### config.mk
export PLATFORM = sky130hd
export DESIGN_NAME = cdlb_alpha
export DESIGN_NICKNAME = d
export VERILOG_FILES = /design/src/rtl/cdlb_pkg.sv /design/src/rtl/cdlb_alpha.sv
export SDC_FILE = /design/constraint.sdc
export NUM_CORES = 2
export LEC_CHECK = 0
export BUFFER_PORTS_ARGS = -buffer_cell sky130_fd_sc_hd__buf_2
export CAP_MARGIN = 20
export CORE_ASPECT_RATIO = 1.2
export CORE_UTILIZATION = 63
export CTS_CLUSTER_SIZE = 20
export DETAILED_ROUTE_END_ITERATION = 16
export GPL_TIMING_DRIVEN = 0
export HOLD_SLACK_MARGIN = 0.03
export PLACE_DENSITY = 0.8
export SETUP_SLACK_MARGIN = 0.05
export SLEW_MARGIN = 15
export SYNTH_ARGS = -nofsm -noshare
export SYNTH_HDL_FRONTEND = slang
export SYNTH_SLANG_ARGS = --single-unit
### constraint.sdc
create_clock -name clk -period 13.3 [get_ports clk]
set_input_delay 1.33 -clock clk [delete_from_list [all_inputs] [get_ports clk]]
set_output_delay 1.33 -clock clk [all_outputs]
set_load 0.005 [all_outputs]
### src/rtl/cdlb_pkg.sv
// cdlb_pkg: shared types, constants and fixed-point helpers for the color dodge blend
// depends on: nothing
package cdlb_pkg;

  // channel word width and the fixed-point value of 1.0
  localparam int CW = 16;
  localparam logic [CW-1:0] ONE = {CW{1'b1}};
  localparam logic [2*CW:0] HALF = {{(CW+2){1'b0}}, {(CW-1){1'b1}}};

  // register indexes of the configuration port
  localparam logic REG_OPACITY = 1'b0;
  localparam logic REG_MASK_EN = 1'b1;

  // pipeline stage where the alpha path finishes and where the blend leaves
  localparam int ALPHA_STAGE = 6;
  localparam int DIV_LAT = CW + 1;
  localparam int MIX_STAGE = ALPHA_STAGE + DIV_LAT + 2;
  localparam int OUT_STAGE = MIX_STAGE + 1;

  // one pixel pair as it travels down the pipeline
  typedef struct packed {
    logic [3:0][CW-1:0] base;
    logic [3:0][CW-1:0] layer;
    logic [CW-1:0]      mask;
    logic               last;
  } pixel_t;

  // rounded quotient by ONE for values up to ONE*ONE + ONE/2
  function automatic logic [CW-1:0] div_one(input logic [2*CW:0] x);
    logic [CW:0]   q0;
    logic [CW+1:0] r;
    q0 = x[2*CW:CW];
    r = {2'b00, x[CW-1:0]} + {1'b0, q0};
    if (r >= {2'b00, ONE}) begin
      q0 = q0 + 1'b1;
    end
    return q0[CW-1:0];
  endfunction

endpackage

### src/rtl/cdlb_alpha.sv
// cdlb_alpha: composite and new alpha, six registered stages
// depends on: cdlb_pkg
module cdlb_alpha import cdlb_pkg::*; (
  input  logic          clk,
  input  logic          en,
  input  logic [CW-1:0] opacity,
  input  logic          mask_enable,
  input  logic [CW-1:0] base_alpha,
  input  logic [CW-1:0] layer_alpha,
  input  logic [CW-1:0] mask_value,
  output logic [CW-1:0] comp,
  output logic [CW-1:0] fresh
);

  logic [CW-1:0]   mn;
  logic [2*CW-1:0] p1, p3, p5;
  logic [CW-1:0]   ba1, ba2, ba3, ba4, ba5;
  logic [CW-1:0]   mk1, mk2;
  logic [CW-1:0]   comp2, c3, comp4, c5;
  logic            m3;

  assign mn = (base_alpha < layer_alpha) ? base_alpha : layer_alpha;

  // min alpha times opacity, then rounding, then optional mask
  always_ff @(posedge clk) begin
    if (en) begin
      p1    <= mn * opacity;
      ba1   <= base_alpha;
      mk1   <= mask_value;
      comp2 <= div_one({1'b0, p1} + HALF);
      ba2   <= ba1;
      mk2   <= mk1;
      p3    <= comp2 * mk2;
      c3    <= comp2;
      m3    <= mask_enable;
      ba3   <= ba2;
      comp4 <= m3 ? div_one({1'b0, p3} + HALF) : c3;
      ba4   <= ba3;
    end
  end

  // new alpha = base + (1 - base) * comp
  always_ff @(posedge clk) begin
    if (en) begin
      p5    <= (ONE - ba4) * comp4;
      c5    <= comp4;
      ba5   <= ba4;
      fresh <= ba5 + div_one({1'b0, p5} + HALF);
      comp  <= c5;
    end
  end

endmodule

After elaboration in Yosys (flattened, before gate mapping)
Index checks and enable logic that the tools add are counted.
{ "classes": {"mul": 3, "magnitude_cmp": 4, "add_sub_neg": 11, "mux": 6} }
{ "ops": {"columns": ["op", "count"], "rows": [
  ["adder 32 x 15 -> 33 bit, second input constant", 3],
  ["two-way mux 16 bit", 6],
  ["multiplier 16 x 16 -> 32 bit", 2],
  ["adder 16 x 17 -> 18 bit", 3],
  [">= comparator 18 x 16 -> 1 bit, second input constant", 3],
  ["adder 16 x 1 -> 16 bit, second input constant", 3],
  ["multiplier 17 x 17 -> 32 bit", 1],
  ["subtractor 16 x 16 -> 17 bit, first input constant", 1],
  ["adder 16 bit", 1],
  ["less-than comparator 16 bit", 1]
]} }
{ "word_totals": {"output_inout_bits": 32, "inputBits": 67, "wordCells": 41, "register_bits": 305} }

Longest topological paths before layout
{ "depth": {"depth_word": 6, "mapped_depth": 36} }

Least setup slack after synthesis
Ideal clock, no wire load.
{ "synth_path": {"path_kind": "input to register", "from": "input layer_alpha[1]", "to": "register p1[30] (data pin)", "setup_slack_ns": 4.008, "path_stages": 33, "path_buffers": 2, "t_arrival_ns": 9.034, "cell_sequence": "inv_1 > ha_1 > a21o_1 > a21o_1 > a21o_1 > a21o_1 > a2111oi_2 > o211ai_1 > a31o_1 > buf_6 > buf_8 > mux2_2 > and2_1 > fa_1 > inv_1 > fa_1 > fa_1 > inv_1 > fa_1 > fa_1 > inv_1 > fa_1 > inv_1 > ha_1 > and3_1 > and3_1 > a211oi_1 > a21oi_1 > a221o_1 > a2111oi_0 > o21bai_1 > a21oi_1 > xnor2_1"} }
{ "synth_between": {"elab_chain_cells": 3} }
{ "synth_rtl": {"columns": ["item", "line", "text"], "rows": [
  ["start: declaration", "cdlb_alpha.sv:9", "input logic [CW-1:0] layer_alpha,"],
  ["less-than comparator 16 bit", "cdlb_alpha.sv:22", "assign mn = (base_alpha < layer_alpha) ? base_alpha : layer_alpha;"],
  ["two-way mux 16 bit *", "cdlb_alpha.sv:22", null],
  ["multiplier 16 x 16 -> 32 bit *", "cdlb_alpha.sv:27", "p1 <= mn * opacity;"],
  ["end signal: assignment", "cdlb_alpha.sv:27", null],
  ["end: declaration", "cdlb_alpha.sv:16", "logic [2*CW-1:0] p1, p3, p5;"]
]} }
Mark *: on every way between the ends. The rest lies on a longest branch, timed or not.
A chain may end at the register's enable or synchronous reset.

Worst setup path in the final report
{ "layout_path": {"from": "input base_alpha[1]", "to": "register p1[30] (data pin)"} }
{ "layout_between": {"elab_chain_cells": 3} }
{ "layout_rtl": {"columns": ["item", "line", "text"], "rows": [
  ["start: declaration", "cdlb_alpha.sv:8", "input logic [CW-1:0] base_alpha,"],
  ["less-than comparator 16 bit", "cdlb_alpha.sv:22", null],
  ["two-way mux 16 bit *", "cdlb_alpha.sv:22", null],
  ["multiplier 16 x 16 -> 32 bit *", "cdlb_alpha.sv:27", null]
]} }
Marks and branches as above.

==> metrics.yaml <==
route:
  drc: 0
  vias_per_cell: 5.740
  drt-initial-drc-count: 1922
  finalWirelength_um: 96950
  dr.pass1.iters: 6
  drt.antenna.violating_nets: 0
  dr_total_vias: 29650
  routedWlPerCell_um: 18.77
cts:
  cts.repair.resized: 0
  post-cts-setup-buffer-count: 0
  cts_root_buf: "clkbuf_16"
  cts_buffers: 35
  clkTransAtPathRegs_ns: 0.06
  cts_max_path_buffers: 3
  htreeDepth: 2
  hold_buffers: 0
  cts_tree: "done"
  cts.sinks: 305
  worstSkewPairLatency_ns: 0.57
floorplan:
  io_pins: 99
  initial_utilization_pct: 64.08
  die-area_sq_um: 66980
  fp.dieH_um: 283.3
  coreArea_sq_um: 64830
  chipWidth_um: 236.4
  num_rows: 102
timing:
  finalMaxSlewViolations: 0
  finalSetupTns_ns: 0
  fmax_mhz: 100.1
  slew-limit-headroom_pct: 29.43
  min_period_over_period_pct: 75.11
  setup_viol: 0
  finalCriticalPeriod_ns: 9.989
  rsz0062_at_grt: "false"
  skew_ns: 0.02392
  tightest_slew_ns: 1.029
  hold_viol: 0
place:
  dp_hpwl_um: 77620
  routabilityCongestion: 0.9557
  place_inst: 5100
  portBuffers: 98
yosys:
  synth_cell_types: 88
  postSynthAreaPerCell_sq_um: 9.970
  synth-seq-cells: 305
  yosysMostFrequentCell: "inv_1"
  synth_top_area_share_pct: 28.29
  yosysSeqAreaShare_pct: 22.05
  yosys.area.top_type: "fa_1"
  synthTopCellsByCount: "inv_1 (771), fa_1 (587), ha_1 (406), nand2_1 (401), edfxtp_1 (305)"
  synth_fp_nets: 5227
  synth_ff_type: "edfxtp_1"
  synth_area_sq_um: 41540
  ys_warn_count: 0
  ys_top_cells_by_area: "fa_1 (28%), edfxtp_1 (22%), ha_1 (12%)"
  syn_inst: 4167
  synth-async-reset-ratio_pct: 0
  synth_edf_count: 305
critical_path:
  rrSetupSlack_ns: 4.85
  path_buf_inv: 6
  cp.required_ns: 13.60
  worstPathMaxFanout: 10
  cp-end-kind: "register"
  crit_slowest_cell: "mux2i_1"
  cpPeakStageDelay_ns: 0.78
  arrival_ns: 10.29
  crit_family: "compound AO/OA/AOI/OAI gates"
  rr_startpoint: "p5[0]"
  path_common_cell: "fa_1"
  r2r_cells: 35
  crit-reg2reg-capture: "fresh[14]"
  critPathKind: "in2reg"
  start_kind: "input port"
final_layout:
  drive_gt1_share_pct: 5.912
  nFillCells: 5003
  nNetsFinal: 5365
  syn_to_final_growth_pct: 6.542
  final_core_util_pct: 68.27
  final_cells: 5166
min_path:
  hold_path.startpoint: "ba3[4]"
  holdCritPathClass: "reg2reg"
  whs_path_depth: 0
  min_to: "ba4[4]"
global_routing:
  grt_pass1_wl_um: 158400
  gr-total-overflow: 0
  grt_max_degree: 112
  antenna_found_initial: 4
  track_usage_pct: 30.12
  grt_pass1_vias: 31010
outcome:
  status: "finished, final reports clean"
flow_run:
  cap_violations: 0
layout make-up:
type	count	area [sq um]	share of cell area, %
clock buffer	36	879.6	1.987
timing repair buffer	101	583.1	1.317
multi-input combinational	2969	28920	65.34
clock inverter	26	203.9	0.4608
antenna	4	10.01	0.02261
inverter	771	2894	6.539
sequential	305	9159	20.69
buffer	122	571.8	1.292
tap	832	1041	2.352
metrics by stage:
step                      hold WS [ns]  instance area [sq um]  setup slack [ns]
final                           0.3995                  44260             3.311
after global routing            0.4071                  44250             2.882
after CTS                       0.4011                  44250             3.376
after detailed placement        0.4045                  43170             2.834
after global placement          0.4002                  43080             3.053
after floorplan                 0.4003                  41540             4.008
metal layers:
metal	vias to the layer above	global-route usage [%]	part of all wire (%)
met1	14590	36.01	38
met4	0	16.30	5.9
met5	-	0	0
li1	13620	-	-
met2	1091	52.15	50
met3	351	4.608	6.6
worst register-to-register path: cells and delay by family (launching register included):
family / cells / cell delay (ns)
compound gates: 14 / 3.20
simple gates: 8 / 1.95
fa+ha+maj: 5 / 1.49
buf+inv: 6 / 0.90
flops: 1 / 0.41
xor+xnor: 2 / 0.23
logic make-up after synthesis:
| logic type | after synthesis | share of synthesized area [%] |
|---|---|---|
| AO/OA/AOI/OAI | 404 | 6.502 |
| multiplexers | 38 | 1.054 |
| XOR/XNOR | 237 | 4.997 |
| AND/OR/NAND/NOR | 1297 | 16.54 |
| flip-flops | 305 | 22.05 |
| adder cells (fa/ha/maj) | 993 | 40.51 |
| buffers and inverters | 893 | 8.343 |
flip-flops by register name, indices dropped and copies added (netlist names), 16 cells and up:
signal / count
p5: 32
c5: 16
ba3: 16
p3: 32
comp: 16
ba2: 16
mk2: 16
p1: 32
comp2: 16
fresh: 16
mk1: 16
ba4: 16
c3: 16
comp4: 16
ba1: 16
ba5: 16
how the worst max path moves through the flow:
stage                   startpoint     end  slack (ns)  cells past startpoint
floorplan           layer_alpha[1]  p1[30]        4.01                     33
global placement     base_alpha[1]  p1[30]        3.05                     33
detailed placement   base_alpha[1]  p1[30]        2.83                     33
CTS                  base_alpha[1]  p1[30]        3.38                     33
global route         base_alpha[1]  p1[31]        2.88                     31
finish               base_alpha[1]  p1[30]        3.31                     33
layout by cell type (no fill, tap or decap), types with 9 or more instances in the layout:
cell,n
a211oi_1,15
a21o_1,62
a21oi_1,102
a31oi_1,10
and2_1,207
and2_4,9
and3_1,25
and4_1,9
buf_2,110
buf_6,11
clkbuf_1,96
clkbuf_16,35
edfxtp_1,305
fa_1,587
ha_1,406
inv_1,771
mux2_2,23
mux2i_1,9
nand2_1,401
nand2b_1,165
nand3_1,50
nand4_1,22
nor2_1,124
nor2b_1,147
nor3_1,52
nor3b_1,9
nor4_1,24
o211ai_1,12
o21a_1,28
o21ai_0,77
o21bai_1,16
or3_1,11
xnor2_1,142
xor2_1,95
Power is not shown: default switching activity piles up to over one toggle a cycle in this logic, so the estimate is an artifact.
