[config.mk]
export PLATFORM = sky130hd
export DESIGN_NAME = cdlb_lane
export DESIGN_NICKNAME = d
export VERILOG_FILES = /design/src/rtl/cdlb_pkg.sv /design/src/rtl/cdlb_divider.sv /design/src/rtl/cdlb_lane.sv
export SDC_FILE = /design/constraint.sdc
export NUM_CORES = 2
export LEC_CHECK = 0
export BUFFER_PORTS_ARGS = -buffer_cell sky130_fd_sc_hd__buf_2
export CAP_MARGIN = 0
export CORE_MARGIN = 5
export CORE_UTILIZATION = 44
export DETAILED_ROUTE_END_ITERATION = 16
export PLACE_DENSITY = 0.56
export SETUP_SLACK_MARGIN = 0.1
export SLEW_MARGIN = 20
export SYNTH_ARGS = -nofsm -noshare
export SYNTH_HDL_FRONTEND = slang
export SYNTH_SLANG_ARGS = --single-unit
[constraint.sdc]
create_clock -name clk -period 10.2 [get_ports clk]
set_input_delay 0.51 -clock clk [delete_from_list [all_inputs] [get_ports clk]]
set_output_delay 0.51 -clock clk [all_outputs]
set_load 0.1 [all_outputs]
[src/rtl/cdlb_pkg.sv]
// cdlb_pkg: shared types, constants and fixed-point helpers for the color dodge blend
// depends on: nothing
package cdlb_pkg;

  // channel word width and the fixed-point value of 1.0
  localparam int CW = 16;
  localparam logic [CW-1:0] ONE = {CW{1'b1}};
  localparam logic [2*CW:0] HALF = {{(CW+2){1'b0}}, {(CW-1){1'b1}}};

  // register indexes of the configuration port
  localparam logic REG_OPACITY = 1'b0;
  localparam logic REG_MASK_EN = 1'b1;

  // pipeline stage where the alpha path finishes and where the blend leaves
  localparam int ALPHA_STAGE = 6;
  localparam int DIV_LAT = CW + 1;
  localparam int MIX_STAGE = ALPHA_STAGE + DIV_LAT + 2;
  localparam int OUT_STAGE = MIX_STAGE + 1;

  // one pixel pair as it travels down the pipeline
  typedef struct packed {
    logic [3:0][CW-1:0] base;
    logic [3:0][CW-1:0] layer;
    logic [CW-1:0]      mask;
    logic               last;
  } pixel_t;

  // rounded quotient by ONE for values up to ONE*ONE + ONE/2
  function automatic logic [CW-1:0] div_one(input logic [2*CW:0] x);
    logic [CW:0]   q0;
    logic [CW+1:0] r;
    q0 = x[2*CW:CW];
    r = {2'b00, x[CW-1:0]} + {1'b0, q0};
    if (r >= {2'b00, ONE}) begin
      q0 = q0 + 1'b1;
    end
    return q0[CW-1:0];
  endfunction

endpackage

[src/rtl/cdlb_divider.sv]
// cdlb_divider: pipelined saturating fraction divider, round(num*ONE/den) clipped to ONE
// depends on: cdlb_pkg
module cdlb_divider import cdlb_pkg::*; (
  input  logic          clk,
  input  logic          en,
  input  logic [CW-1:0] num,
  input  logic [CW-1:0] den,
  output logic [CW-1:0] q
);

  logic [2*CW:0] dividend;
  logic [CW-1:0] rem  [0:CW];
  logic [CW-1:0] low  [0:CW];
  logic [CW-1:0] quo  [0:CW];
  logic [CW-1:0] dv   [0:CW];
  logic          sat  [0:CW];

  // scaled dividend with half-divisor rounding term
  assign dividend = {1'b0, num, {CW{1'b0}}} - {{(CW+1){1'b0}}, num}
                  + {{(CW+2){1'b0}}, den[CW-1:1]};

  // load stage: saturate when the quotient would reach ONE or the divisor is zero
  always_ff @(posedge clk) begin
    if (en) begin
      rem[0] <= dividend[2*CW-1:CW];
      low[0] <= dividend[CW-1:0];
      quo[0] <= '0;
      dv[0]  <= den;
      sat[0] <= (den == '0) || (num >= den);
    end
  end

  // one restoring step per stage
  for (genvar i = 1; i <= CW; i++) begin : g_step
    logic [CW:0] part;
    logic [CW:0] diff;
    logic        fits;
    assign part = {rem[i-1], low[i-1][CW-1]};
    assign diff = part - {1'b0, dv[i-1]};
    assign fits = part >= {1'b0, dv[i-1]};
    always_ff @(posedge clk) begin
      if (en) begin
        rem[i] <= fits ? diff[CW-1:0] : part[CW-1:0];
        low[i] <= {low[i-1][CW-2:0], 1'b0};
        quo[i] <= {quo[i-1][CW-2:0], fits};
        dv[i]  <= dv[i-1];
        sat[i] <= sat[i-1];
      end
    end
  end

  assign q = sat[CW] ? ONE : quo[CW];

endmodule

[src/rtl/cdlb_lane.sv]
// cdlb_lane: one colour channel, dodge divide then mix with the base by ratio
// depends on: cdlb_pkg, cdlb_divider
module cdlb_lane import cdlb_pkg::*; (
  input  logic          clk,
  input  logic          en,
  input  logic [CW-1:0] base_div,
  input  logic [CW-1:0] layer_div,
  input  logic [CW-1:0] base_mix,
  input  logic [CW-1:0] ratio,
  output logic [CW-1:0] mix
);

  logic [CW-1:0]   dodge;
  logic [2*CW-1:0] pa, pb;

  // dodge value base / (1 - layer)
  cdlb_divider u_div (
    .clk (clk),
    .en  (en),
    .num (base_div),
    .den (ONE - layer_div),
    .q   (dodge)
  );

  // weighted mix, rounded once
  always_ff @(posedge clk) begin
    if (en) begin
      pa  <= dodge * ratio;
      pb  <= base_mix * (ONE - ratio);
      mix <= div_one({1'b0, pa} + {1'b0, pb} + HALF);
    end
  end

endmodule

Word level (Yosys, flattened, before mapping). Memory sizes are Yosys's and may differ from the RTL's. Index checks and enable logic that the tools add are counted.

Logic and storage cells: 74. Output and inout bits: 16. Memory bits (writable): 1105. Memories kept: 5. Flip-flop bits (word level): 80. Input bits: 66.

Memories: u_div.dv (words 17, bits a word 16, read ports 16, clocked after Yosys merged registers in 0, write ports 17, line cdlb_divider.sv:15) `logic [CW-1:0] dv [0:CW];`; u_div.low (words 17, bits a word 16, read ports 16, clocked after Yosys merged registers in 0, write ports 17, line cdlb_divider.sv:13) `logic [CW-1:0] low [0:CW];`; u_div.quo (words 17, bits a word 16, read ports 17, clocked after Yosys merged registers in 0, write ports 17, line cdlb_divider.sv:14) `logic [CW-1:0] quo [0:CW];`; u_div.rem (words 17, bits a word 16, read ports 16, clocked after Yosys merged registers in 0, write ports 17, line cdlb_divider.sv:12) `logic [CW-1:0] rem [0:CW];`; u_div.sat (words 17, bits a word 1, read ports 17, clocked after Yosys merged registers in 0, write ports 17, line cdlb_divider.sv:16) `logic sat [0:CW];`.

Multiply operators: 2. Reduce and logical (&&, ||, !) cells: 2. Mux-type cells: 20. Order comparisons: 18. Add/subtract/negate cells: 24.

Operator list (number): 16-bit 2-to-1 mux (18); 17-bit by 16-bit greater-or-equal comparator with 1-bit output (16); 16-bit subtractor (16); 32-bit by 32-bit adder with 33-bit output (1); 33-bit by 15-bit adder with 33-bit output, second input constant (1); 32-bit by 15-bit adder with 32-bit output (1); 16-bit by 16-bit multiplier with 32-bit output (1); 17-bit by 17-bit multiplier with 32-bit output (1); 32-bit by 16-bit subtractor with 32-bit output (1); 16-bit by 17-bit adder with 18-bit output (1); 18-bit by 16-bit greater-or-equal comparator with 1-bit output, second input constant (1); 16-bit by 16-bit subtractor with 17-bit output, first input constant (1); 16-bit by 1-bit adder with 16-bit output, second input constant (1); 16-bit greater-or-equal comparator (1); 16-bit logical NOT (1); 16-bit subtractor, first input constant (1); 1-bit 2-to-1 mux (2); 1-bit logical OR (1).

Depth between registers and ports, before layout.
Depth in word-level cells: 5. Depth in mapped cells: 31. Gate-level depth less buffers: 30.

Modules after synthesis. From an unflattened synthesis, not the netlist that was laid out.

Cell total of the unflattened synthesis: 5789. Area total of the unflattened synthesis: 64005.1 sq um.

Modules (own cells, without submodules): cdlb_divider (instances 1, seq. area each 24053.1 sq um, cells each 3224, area each 40642.7 sq um); cdlb_lane (instances 1, seq. area each 2402.3 sq um, cells each 2565, area each 23362.4 sq um).

Worst setup path before layout. No wires, ideal clock.

Kind: flip-flop to flip-flop. Start: memory u_div.sat[16][0] (netlist: u_div.sat[8][0]). End: register pa[31] (data pin). Arrival: 6.564 ns. Stages on the path, launching flop included: 27. Period minus slack after synthesis: 6.826 ns. Slack: 3.374 ns. Cell sequence: edfxtp_1 > clkbuf_1 > clkbuf_1 > or2_2 > clkbuf_1 > clkbuf_1 > nand2_1 > fa_1 > fa_1 > fa_1 > inv_1 > fa_1 > fa_1 > inv_1 > fa_1 > inv_1 > ha_1 > and3_1 > a22oi_1 > a21boi_0 > o2111ai_1 > and3_1 > a31oi_1 > a211oi_1 > nor2b_1 > o21ai_0 > xnor2_1.

RTL lines: start, declared (line cdlb_divider.sv:16); end signal, assigned (line cdlb_lane.sv:28) `pa <= dodge * ratio;`; end, declared (line cdlb_lane.sv:14) `logic [2*CW-1:0] pa, pb;`.

==> flow_summary.json <==
{
  "outcome": "complete, no violations",
  "dr.first_iter.drc_count": 2146,
  "synth.area.top_cells": "edfxtp_1 42%, fa_1 13%, ha_1 12%, inv_1 6.0%, mux2_2 3.2%",
  "cts_buffers": 99,
  "grt_max_degree": 194,
  "whs_ns": 0.0964,
  "highest_layer": "met4",
  "critPathKind": "register to register",
  "worstPathRequired_ns": 10.64,
  "syn-num-nets": 6620,
  "cp-start-kind": "register",
  "postCtsSetupRepairBufs": 0,
  "cpMaxStageDelayCell": "edfxtp_1",
  "critical_path.endpoint": "pa[31]$_DFFE_PP_",
  "drt-total-wl_um": 132000,
  "fmax_ghz": 0.131,
  "r2r_setup_slack_ns": 2.56,
  "period_share": 0.749,
  "avgSynthCellArea_um2": 11.3,
  "setup_viol": 0,
  "r2r_cells": 23,
  "hp-class": "primary input to register",
  "synthXorXnorAreaFrac": 0.0336,
  "yosys.area.top_type_share": 0.421,
  "setup_ws_ns": 2.56,
  "cts_tree": "yes",
  "cts.sinks": 881,
  "setup_tns_ns": 0,
  "synth_mux_area_frac": 0.0391,
  "clock_path_buffers": 3,
  "htree_levels": 3,
  "drive_gt1_frac": 0.0870,
  "cap_violations": 0,
  "core_um2": 142000,
  "cts.clk_slew.worst_paths_ns": 0.08,
  "synth_top_family_by_area": "adder cells",
  "cp_cell_sequence": "or2_2 -> and2_1 -> fa_1 -> inv_1 -> fa_1 -> fa_1 -> inv_1 -> fa_1 -> fa_1 -> inv_1 -> fa_1 -> inv_1 -> ha_1 -> a21o_1 -> a22oi_1 -> a21boi_0 -> o2111ai_1 -> and3_1 -> a31oi_1 -> a211oi_1 -> nor2b_1 -> o21ai_0 -> xnor2_1",
  "synth_edf_count": 881,
  "grt_pass1_wl_um": 212000,
  "yosysWarnings": 0,
  "cts_resized": 0,
  "viasPerCell": 5.11,
  "slew_headroom": 0.295,
  "antenna_found_initial": 1,
  "antennaDiodeCount": 0,
  "wire_per_inst_um": 17.3,
  "cts_hold_buf": 0,
  "synthTopCellsByCount": "1,011 x inv_1, 881 x edfxtp_1, 585 x ha_1",
  "dr_wl_met2_um": 65800,
  "vias": 38900,
  "drt_pre_antenna_iters": 5,
  "yosysMostFrequentCell": "inv_1",
  "clock_skew_ns": 0.0327,
  "hold_violations": 0,
  "io_pins": 82,
  "ys_seq_elements": 881,
  "grt-ovfl-total": 0,
  "ys_seq_area_frac": 0.421,
  "yosys_most_used_dff": "edfxtp_1",
  "worst_r2r_endpoint": "pa[31]$_DFFE_PP_",
  "netlist_area_um2": 62800,
  "portBuffers": 81,
  "ys_types": 76,
  "tightestPinTransition_ns": 1.06,
  "slew_violations": 0,
  "arrival_ns": 8.08,
  "root_buffer": "clkbuf_16",
  "die_h_um": 388,
  "synth_compound_area_frac": 0.0790,
  "drc": 0,
  "nets": 6708,
  "clock_latency_ns": 0.70,
  "synthAdderAreaFrac": 0.246,
  "period_needed_ns": 7.64,
  "wl_met3_um": 4240,
  "rsz0062_at_grt": "no",
  "synth_cells": 5562,
  "place_congestion": 0.865,
  "place_ws_ns": 2.64,
  "synth-simple-area-share": 0.112,
  "track_usage": 0.174,
  "dp_hpwl_um": 101000,
  "fin_util": 0.485,
  "max_stage_delay_ns": 0.70,
  "critPathLaunch": "u_div.sat[8][0]$_DFFE_PP_",
  "final_antenna_net_count": 0,
  "grt_pass1_vias": 39000,
  "ys_async_sr_fraction": 0,
  "worstReg2RegStart": "u_div.sat[8][0]$_DFFE_PP_",
  "rows": 138,
  "end_kind": "register",
  "cp_max_fo": 20,
  "cpMostUsedCell": "fa_1",
  "dieArea_um2": 150000,
  "wirelength_met1_um": 58300,
  "area_growth_pct": 9.34,
  "yosysTopAreaCell": "edfxtp_1",
  "die_x_um": 388,
  "start_util": 0.443
}
[metal layers]
metal  global-route usage  up-vias
li1                     -    19100
met1                0.230    19100
met2                0.303      615
met3               0.0206      186
met4               0.0486        0
met5                    0        -
[sequential cells by signal, summed over array words and instances, names as in the netlist]
register,count
u_div.quo,136
u_div.rem,256
pb,32
u_div.sat,17
u_div.low,136
mix,16
pa,32
u_div.dv,256
[per-stage QoR]
step | std cells | instance area, µm²
2_1_floorplan | 5562 | 62800
3_3_place_gp | 7438 | 65400
3_5_place_dp | 7439 | 65400
4_1_cts | 7623 | 68700
5_1_grt | 7623 | 68700
6_report | 7623 | 68700
[worst min path at each step]
stage / startpoint / to / slack (ns) / depth (start not counted)
final: layer_div[14] / u_div.dv[0][14]$_DFFE_PP_ / 0.1 / 2
after global routing: layer_div[12] / u_div.dv[0][12]$_DFFE_PP_ / 0.06 / 2
after CTS: layer_div[14] / u_div.dv[0][14]$_DFFE_PP_ / 0.02 / 2
after detailed placement: u_div.low[0][137]$_DFFE_PP_ / u_div.low[0][154]$_DFFE_PP_ / 0.40 / 0
after global placement: u_div.low[0][158]$_DFFE_PP_ / u_div.low[0][175]$_DFFE_PP_ / 0.40 / 0
after floorplan: u_div.low[0][85]$_DFFE_PP_ / u_div.low[0][102]$_DFFE_PP_ / 0.40 / 0
[placed cells by master, fill, tap and decap left out, types with 16 or more instances in the layout]
cell,n
inv_1,1011
edfxtp_1,881
ha_1,585
fa_1,407
nand2_1,310
nor2_1,224
nor2b_1,216
mux2_2,179
a21oi_1,173
nand2b_1,173
o21ai_0,170
xnor2_1,163
and2_1,123
clkbuf_16,99
a21o_1,92
nand4_1,82
buf_2,80
xor2_1,75
nor3_1,73
a21boi_0,72
o21a_1,53
mux2i_1,44
nand3_1,33
or3_1,28
or2_2,27
buf_4,25
clkinv_1,23
and3_1,21
nor4_1,21
a31oi_1,19
o2111ai_1,17
o31ai_1,17
a2111oi_0,16
o41ai_1,16
[area by class of cell]
class	count	area, µm²
clock inverter	70	754
multi-input combinational	3548	32100
inverter	1011	3790
clock buffer	114	2530
sequential	881	26500
tap	1890	2360
fill	12800	73100
timing repair buffer	109	646
[critical path, delay by kind of cell (launching register included)]
kind	cells	cell delay, ns
AO/OA/AOI/OAI	7	1.77
XOR/XNOR	1	0.15
adder cells (fa/ha/maj)	7	3.28
buffers and inverters	4	0.19
flip-flops	1	0.70
AND/OR/NAND/NOR	4	1.29
[logic make-up (layout without fill, tap and decap cells)]
| kind of cell | Yosys count | in the layout |
|---|---|---|
| mux | 223 | 223 |
| fa+ha+maj | 992 | 992 |
| xor+xnor | 239 | 239 |
| simple gates | 1351 | 1351 |
| compound gates | 743 | 743 |
| flops | 881 | 881 |
| buf+inv | 1133 | 1304 |
Power is left out: the tool's default activity adds up to more than one toggle a clock period on the data nets, which glitch-free logic cannot reach.
