File: src/rtl/cdlb_pkg.sv
// cdlb_pkg: shared types, constants and fixed-point helpers for the color dodge blend
// depends on: nothing
package cdlb_pkg;

  // channel word width and the fixed-point value of 1.0
  localparam int CW = 16;
  localparam logic [CW-1:0] ONE = {CW{1'b1}};
  localparam logic [2*CW:0] HALF = {{(CW+2){1'b0}}, {(CW-1){1'b1}}};

  // register indexes of the configuration port
  localparam logic REG_OPACITY = 1'b0;
  localparam logic REG_MASK_EN = 1'b1;

  // pipeline stage where the alpha path finishes and where the blend leaves
  localparam int ALPHA_STAGE = 6;
  localparam int DIV_LAT = CW + 1;
  localparam int MIX_STAGE = ALPHA_STAGE + DIV_LAT + 2;
  localparam int OUT_STAGE = MIX_STAGE + 1;

  // one pixel pair as it travels down the pipeline
  typedef struct packed {
    logic [3:0][CW-1:0] base;
    logic [3:0][CW-1:0] layer;
    logic [CW-1:0]      mask;
    logic               last;
  } pixel_t;

  // rounded quotient by ONE for values up to ONE*ONE + ONE/2
  function automatic logic [CW-1:0] div_one(input logic [2*CW:0] x);
    logic [CW:0]   q0;
    logic [CW+1:0] r;
    q0 = x[2*CW:CW];
    r = {2'b00, x[CW-1:0]} + {1'b0, q0};
    if (r >= {2'b00, ONE}) begin
      q0 = q0 + 1'b1;
    end
    return q0[CW-1:0];
  endfunction

endpackage

File: src/rtl/cdlb_divider.sv
// cdlb_divider: pipelined saturating fraction divider, round(num*ONE/den) clipped to ONE
// depends on: cdlb_pkg
module cdlb_divider import cdlb_pkg::*; (
  input  logic          clk,
  input  logic          en,
  input  logic [CW-1:0] num,
  input  logic [CW-1:0] den,
  output logic [CW-1:0] q
);

  logic [2*CW:0] dividend;
  logic [CW-1:0] rem  [0:CW];
  logic [CW-1:0] low  [0:CW];
  logic [CW-1:0] quo  [0:CW];
  logic [CW-1:0] dv   [0:CW];
  logic          sat  [0:CW];

  // scaled dividend with half-divisor rounding term
  assign dividend = {1'b0, num, {CW{1'b0}}} - {{(CW+1){1'b0}}, num}
                  + {{(CW+2){1'b0}}, den[CW-1:1]};

  // load stage: saturate when the quotient would reach ONE or the divisor is zero
  always_ff @(posedge clk) begin
    if (en) begin
      rem[0] <= dividend[2*CW-1:CW];
      low[0] <= dividend[CW-1:0];
      quo[0] <= '0;
      dv[0]  <= den;
      sat[0] <= (den == '0) || (num >= den);
    end
  end

  // one restoring step per stage
  for (genvar i = 1; i <= CW; i++) begin : g_step
    logic [CW:0] part;
    logic [CW:0] diff;
    logic        fits;
    assign part = {rem[i-1], low[i-1][CW-1]};
    assign diff = part - {1'b0, dv[i-1]};
    assign fits = part >= {1'b0, dv[i-1]};
    always_ff @(posedge clk) begin
      if (en) begin
        rem[i] <= fits ? diff[CW-1:0] : part[CW-1:0];
        low[i] <= {low[i-1][CW-2:0], 1'b0};
        quo[i] <= {quo[i-1][CW-2:0], fits};
        dv[i]  <= dv[i-1];
        sat[i] <= sat[i-1];
      end
    end
  end

  assign q = sat[CW] ? ONE : quo[CW];

endmodule

File: config.mk
export PLATFORM = sky130hd
export DESIGN_NAME = cdlb_divider
export DESIGN_NICKNAME = d
export VERILOG_FILES = /design/src/rtl/cdlb_pkg.sv /design/src/rtl/cdlb_divider.sv
export SDC_FILE = /design/constraint.sdc
export NUM_CORES = 1
export LEC_CHECK = 0
export BUFFER_PORTS_ARGS = -buffer_cell sky130_fd_sc_hd__clkbuf_2
export CORE_ASPECT_RATIO = 1.2
export CORE_UTILIZATION = 35
export CTS_CLUSTER_DIAMETER = 60
export CTS_CLUSTER_SIZE = 30
export DETAILED_ROUTE_END_ITERATION = 12
export PLACE_DENSITY = 0.51
export SYNTH_ARGS = -nofsm -noshare
export SYNTH_HDL_FRONTEND = slang
export SYNTH_SLANG_ARGS = --single-unit
export TNS_END_PERCENT = 100
File: constraint.sdc
create_clock -name clk -period 3.65 [get_ports clk]
set_input_delay 0.5475 -clock clk [delete_from_list [all_inputs] [get_ports clk]]
set_output_delay 0.5475 -clock clk [all_outputs]
set_load 0.01 [all_outputs]
Word level (Yosys, flattened, before mapping)
Memories as Yosys holds them, arrays and structs flattened. Cells that the tools add are included.

Register bits after elaboration: 0. RAM bits: 1105. Bits of input ports: 34. Output and inout bits: 16. Word-level logic and storage cells: 61. Memories: 5.

$add $sub $neg: 18. $lt $le $gt $ge: 17. Mux-type cells: 19. Reductions and logical operators: 2.

Memories: dv (words 17, width 16, rd ports 16, clocked after Yosys merged registers in 0, write ports 17, line cdlb_divider.sv:15) `logic [CW-1:0] dv [0:CW];`; low (words 17, width 16, rd ports 16, clocked after Yosys merged registers in 0, write ports 17, line cdlb_divider.sv:13) `logic [CW-1:0] low [0:CW];`; quo (words 17, width 16, rd ports 17, clocked after Yosys merged registers in 0, write ports 17, line cdlb_divider.sv:14) `logic [CW-1:0] quo [0:CW];`; rem (words 17, width 16, rd ports 16, clocked after Yosys merged registers in 0, write ports 17, line cdlb_divider.sv:12) `logic [CW-1:0] rem [0:CW];`; sat (words 17, width 1, rd ports 17, clocked after Yosys merged registers in 0, write ports 17, line cdlb_divider.sv:16) `logic sat [0:CW];`.

Operators with widths (number): >= comparator 17 x 16 -> 1 bit (16); two-way mux 16 bit (17); subtractor 16 bit (16); adder 32 x 15 -> 32 bit (1); subtractor 32 x 16 -> 32 bit (1); >= comparator 16 bit (1); logical NOT 16 bit (1); two-way mux 1 bit (2); logical OR 1 bit (1).

Logic depth before layout (Yosys ltp)
Depth after elaboration: 2. Gate-level depth with buffers: 13. Mapped depth without buffers: 11.

Worst setup path after synthesis
No wires, ideal clock.

Path type: register to register. Start point: mem rem[5][3], in the netlist rem[0][83]. End point: mem rem[6][8], in the netlist rem[0][104], data pin. Library setup time: 0.260 ns. Data arrival time: 2.649 ns. Data required time: 3.390 ns. Setup slack: 0.740 ns. Stages on the path, launching flop included: 12. Cells stage by stage: edfxtp_1 ha_1 a21o_1 a21oi_2 nor2b_1 a211o_1 a32oi_4 a311oi_1 a311o_1 buf_6 buf_6 mux2_4.

RTL lines (line): from (decl) (cdlb_divider.sv:12).

==> impl_metrics.prom <==
# TYPE chip_impl_metric gauge
chip_impl_info{name="outcome",value="complete, no violations"} 1
chip_impl_metric{name="finalPower",unit="µW"} 35890
chip_impl_metric{name="drc_errors",unit=""} 0
chip_impl_metric{name="cts_setup_buffers",unit=""} 0
chip_impl_metric{name="synthArstFlopShare",unit="%"} 0
chip_impl_metric{name="worst_ir_drop_vdd",unit="mV"} 0.4266
chip_impl_metric{name="drt_wl_total",unit="µm"} 80620
chip_impl_info{name="worstSetupStartpointType",value="flip-flop"} 1
chip_impl_metric{name="horiz_die_dim",unit="µm"} 312.5
chip_impl_metric{name="floorplan.die.height",unit="µm"} 374.6
chip_impl_metric{name="nNetsFinal",unit=""} 3609
chip_impl_metric{name="count_of_inserted_antenna_diode_cells",unit=""} 0
chip_impl_metric{name="ff_to_ff_path_depth",unit=""} 9
chip_impl_metric{name="ys_seq_area_share",unit="%"} 59.41
chip_impl_metric{name="grt_remaining_overflow",unit=""} 0
chip_impl_metric{name="yosysTopAreaCellShare",unit="%"} 59.41
chip_impl_metric{name="cts-htree-levels",unit=""} 3
chip_impl_info{name="post-synth-top-area-cell",value="sky130_fd_sc_hd__edfxtp_1"} 1
chip_impl_metric{name="wire_length_of_the_first_global_routing_pass",unit="µm"} 129400
chip_impl_metric{name="power-per-cell-area",unit="nW/µm²"} 783.7
chip_impl_metric{name="grt_start_max_net_pins",unit=""} 110
chip_impl_info{name="cts_tree",value="done"} 1
chip_impl_metric{name="min_path_cells",unit=""} 1
chip_impl_metric{name="cts_hold_buf",unit=""} 0
chip_impl_metric{name="total_via_count_in_the_routed_design",unit=""} 23640
chip_impl_metric{name="setup_tns",unit="ns"} 0
chip_impl_info{name="crit_end_category",value="flip-flop"} 1
chip_impl_metric{name="number_of_top_level_pins",unit=""} 50
chip_impl_metric{name="clk-insertion-delay-late",unit="ns"} 0.69
chip_impl_metric{name="finalHoldViolations",unit=""} 0
chip_impl_metric{name="ys.warnings.count",unit=""} 0
chip_impl_metric{name="drt_first_pass_iters",unit=""} 5
chip_impl_info{name="regToRegEndpoint",value="rem[0][51]"} 1
chip_impl_metric{name="cp.arrival",unit="ns"} 3.70
chip_impl_metric{name="layout-drive-gt1-share",unit="%"} 8.603
chip_impl_info{name="setup.worst_path.start",value="rem[0][32]"} 1
chip_impl_metric{name="core",unit="µm²"} 114700
chip_impl_info{name="critPathCapture",value="rem[0][51]"} 1
chip_impl_metric{name="rrSetupSlack",unit="ns"} 0.37
chip_impl_metric{name="avgViaCountPerCell",unit=""} 4.870
chip_impl_metric{name="globalRouteTotalUtil",unit="%"} 13.90
chip_impl_metric{name="worst-slew-pin-transition",unit="ns"} 0.9024
chip_impl_metric{name="postSynthRegisterBits",unit=""} 801
chip_impl_metric{name="cp.required",unit="ns"} 4.07
chip_impl_metric{name="final_period_minus_worst_setup_slack",unit="ns"} 3.280
chip_impl_metric{name="worst_clock_skew",unit="ns"} 0.03608
chip_impl_metric{name="wire_per_inst",unit="µm"} 16.61
chip_impl_metric{name="critical_path_peak_fanout",unit=""} 17
chip_impl_metric{name="design.die.area",unit="µm²"} 117000
chip_impl_info{name="yosys_most_used_dff",value="sky130_fd_sc_hd__edfxtp_1"} 1
chip_impl_metric{name="fp-row-count",unit=""} 136
chip_impl_info{name="critical_path.reg2reg.startpoint",value="rem[0][32]"} 1
chip_impl_metric{name="worst_slew_margin_relative_to_its_limit",unit="%"} 39.84
chip_impl_metric{name="syn2layout_area_growth",unit="%"} 13.10
chip_impl_metric{name="synth_cell_types",unit=""} 68
chip_impl_metric{name="timing.final.setup_violations",unit=""} 0
chip_impl_metric{name="cts.path.max_buffers",unit=""} 3
chip_impl_metric{name="syn_inst",unit=""} 3129
chip_impl_metric{name="postRouteAntennaNets",unit=""} 0
chip_impl_metric{name="synthesis.area",unit="µm²"} 40480
chip_impl_info{name="crit_type",value="flip-flop to flip-flop"} 1
chip_impl_metric{name="timing_max_transition_violations_final",unit=""} 0
chip_impl_info{name="grt_setup_unrepaired",value="false"} 1
chip_impl_metric{name="grt_pass1_vias",unit=""} 24190
chip_impl_metric{name="post_cts.resized_instances",unit=""} 0
chip_impl_metric{name="cts_made_buffers",unit=""} 78
chip_impl_metric{name="synth-edff-count",unit=""} 801
chip_impl_metric{name="syn_avg_cell_area",unit="µm²"} 12.94
chip_impl_metric{name="place.gp.congestion",unit=""} 0.8880
chip_impl_metric{name="max_freq",unit="MHz"} 304.9
chip_impl_info{name="clk_root_buffer_cell",value="sky130_fd_sc_hd__clkbuf_16"} 1
chip_impl_metric{name="synth_nets",unit=""} 3466
chip_impl_metric{name="period_share",unit="%"} 89.86
chip_impl_metric{name="start_util",unit="%"} 35.30
chip_impl_info{name="min_path_type",value="input port to flip-flop"} 1
chip_impl_metric{name="dp_hpwl",unit="µm"} 60130
chip_impl_metric{name="p_leak",unit="µW"} 0.01812
chip_impl_metric{name="max_cap_violations",unit=""} 0
chip_impl_metric{name="tritoncts_num_sinks",unit=""} 801
chip_impl_metric{name="initial_antenna_violation_count",unit=""} 0
chip_impl_metric{name="clk_pin_slew",unit="ns"} 0.09
chip_impl_metric{name="drt_iter0_drc",unit=""} 1266
chip_impl_info{name="netlist_top_cells_area",value="sky130_fd_sc_hd__edfxtp_1 59%, sky130_fd_sc_hd__ha_1 8.9%, sky130_fd_sc_hd__mux2_1 4.3%"} 1
chip_impl_metric{name="portBuffers",unit=""} 49
worst max-delay path: stages, from the launching register on:
cell	delay (ns)
sky130_fd_sc_hd__edfxtp_1	0.44
sky130_fd_sc_hd__ha_1	0.32
sky130_fd_sc_hd__nor2b_1	0.13
sky130_fd_sc_hd__o21a_1	0.18
sky130_fd_sc_hd__o21a_1	0.20
sky130_fd_sc_hd__o21a_1	0.28
sky130_fd_sc_hd__o311ai_1	0.38
sky130_fd_sc_hd__or4b_1	0.53
sky130_fd_sc_hd__buf_4	0.23
sky130_fd_sc_hd__mux2_1	0.32
layout by cell type (no fill, tap or decap), drive strengths merged, types with 30 or more instances in the layout:
cell | synthesis | final
edfxtp | 801 | 801
inv | 340 | 366
ha | 287 | 287
a21oi | 190 | 190
mux2 | 183 | 183
nor2 | 173 | 173
nand2 | 146 | 146
o21ai | 145 | 145
xnor2 | 138 | 138
clkbuf | 16 | 133
a21o | 94 | 94
xor2 | 63 | 63
nor2b | 55 | 55
buf | 19 | 50
nand4 | 42 | 42
nand3 | 41 | 41
o21a | 41 | 41
nor3 | 36 | 36
nand2b | 30 | 30
cell usage after synthesis, types with 9 or more instances:
library cell	instances
sky130_fd_sc_hd__a211oi_1	15
sky130_fd_sc_hd__a21o_1	94
sky130_fd_sc_hd__a21oi_1	189
sky130_fd_sc_hd__a31oi_1	27
sky130_fd_sc_hd__buf_2	17
sky130_fd_sc_hd__clkbuf_1	16
sky130_fd_sc_hd__edfxtp_1	801
sky130_fd_sc_hd__fa_1	16
sky130_fd_sc_hd__ha_1	287
sky130_fd_sc_hd__inv_1	337
sky130_fd_sc_hd__mux2_1	154
sky130_fd_sc_hd__mux2_2	22
sky130_fd_sc_hd__mux2i_1	27
sky130_fd_sc_hd__nand2_1	146
sky130_fd_sc_hd__nand2b_1	30
sky130_fd_sc_hd__nand3_1	41
sky130_fd_sc_hd__nand4_1	42
sky130_fd_sc_hd__nor2_1	173
sky130_fd_sc_hd__nor2b_1	55
sky130_fd_sc_hd__nor3_1	36
sky130_fd_sc_hd__nor4_1	16
sky130_fd_sc_hd__o21a_1	41
sky130_fd_sc_hd__o21ai_0	99
sky130_fd_sc_hd__o21ai_1	46
sky130_fd_sc_hd__o21bai_1	12
sky130_fd_sc_hd__o31ai_1	14
sky130_fd_sc_hd__o41ai_1	9
sky130_fd_sc_hd__or2_2	17
sky130_fd_sc_hd__or3_1	11
sky130_fd_sc_hd__xnor2_1	138
sky130_fd_sc_hd__xor2_1	63
sequential cells by signal (all words and copies together) (netlist names):
name	count
sat	17
quo	136
rem	256
dv	256
low	136
logic make-up after synthesis:
family,Yosys count,share of synthesized area (%)
flops,801,59.41
compound gates,636,9.967
simple gates,603,7.220
buf+inv,375,3.567
fa+ha+maj,303,9.661
mux,210,5.823
xor+xnor,201,4.349
metal layers:
metal  vias to the layer above  global-route usage [%]  share of wire (%)
met3                       147                   2.090                2.7
met1                     11310                   15.29                 40
met4                         0                   6.474                4.0
met2                       298                   25.98                 53
li1                      11880                       -                  -
met5                         -                       0                  0
power breakdown:
part	leakage [µW]	internal, µW	switching (µW)
combinational	0.00896	6250	7140
clock	0.00133	4520	4060
sequential	0.00782	12900	995
area by class of cell:
| type | instances | area [µm²] |
|---|---|---|
| well taps | 1518 | 1899 |
| multi-input cells | 1953 | 15000 |
| clock inverters | 59 | 757.0 |
| repair buffers | 98 | 785.8 |
| fillers | 10900 | 68900 |
| flip-flops and latches | 801 | 24050 |
| clock buffers | 85 | 2021 |
| inverters | 340 | 1276 |
through the flow:
| step | utilization, % | hold WS (ns) | area [µm²] | cells | setup slack [ns] |
|---|---|---|---|---|---|
| after floorplan | - | 0.4003 | 40480 | 3129 | 0.7403 |
| after CTS | 39.92 | 0.05202 | 45790 | 4854 | 0.3654 |
| after detailed placement | 37.50 | 0.4045 | 43010 | 4710 | 0.3891 |
| final | 39.92 | 0.1166 | 45790 | 4854 | 0.3700 |
| after global routing | 39.92 | 0.08000 | 45790 | 4854 | 0.1758 |
| after global placement | 37.50 | 0.4002 | 43010 | 4710 | 0.3916 |
worst min path at each step:
stage / from / endpoint / slack [ns]
2_1_floorplan: low[0][85] / low[0][102] / 0.40
3_3_place_gp: quo[1][6] / quo[1][23] / 0.40
3_5_place_dp: low[0][122] / low[0][139] / 0.40
4_1_cts: den[1] / dv[0][1] / 0.05
5_1_grt: den[1] / dv[0][1] / 0.08
6_report: den[1] / dv[0][1] / 0.12
(Power assumes the default switching activity.)
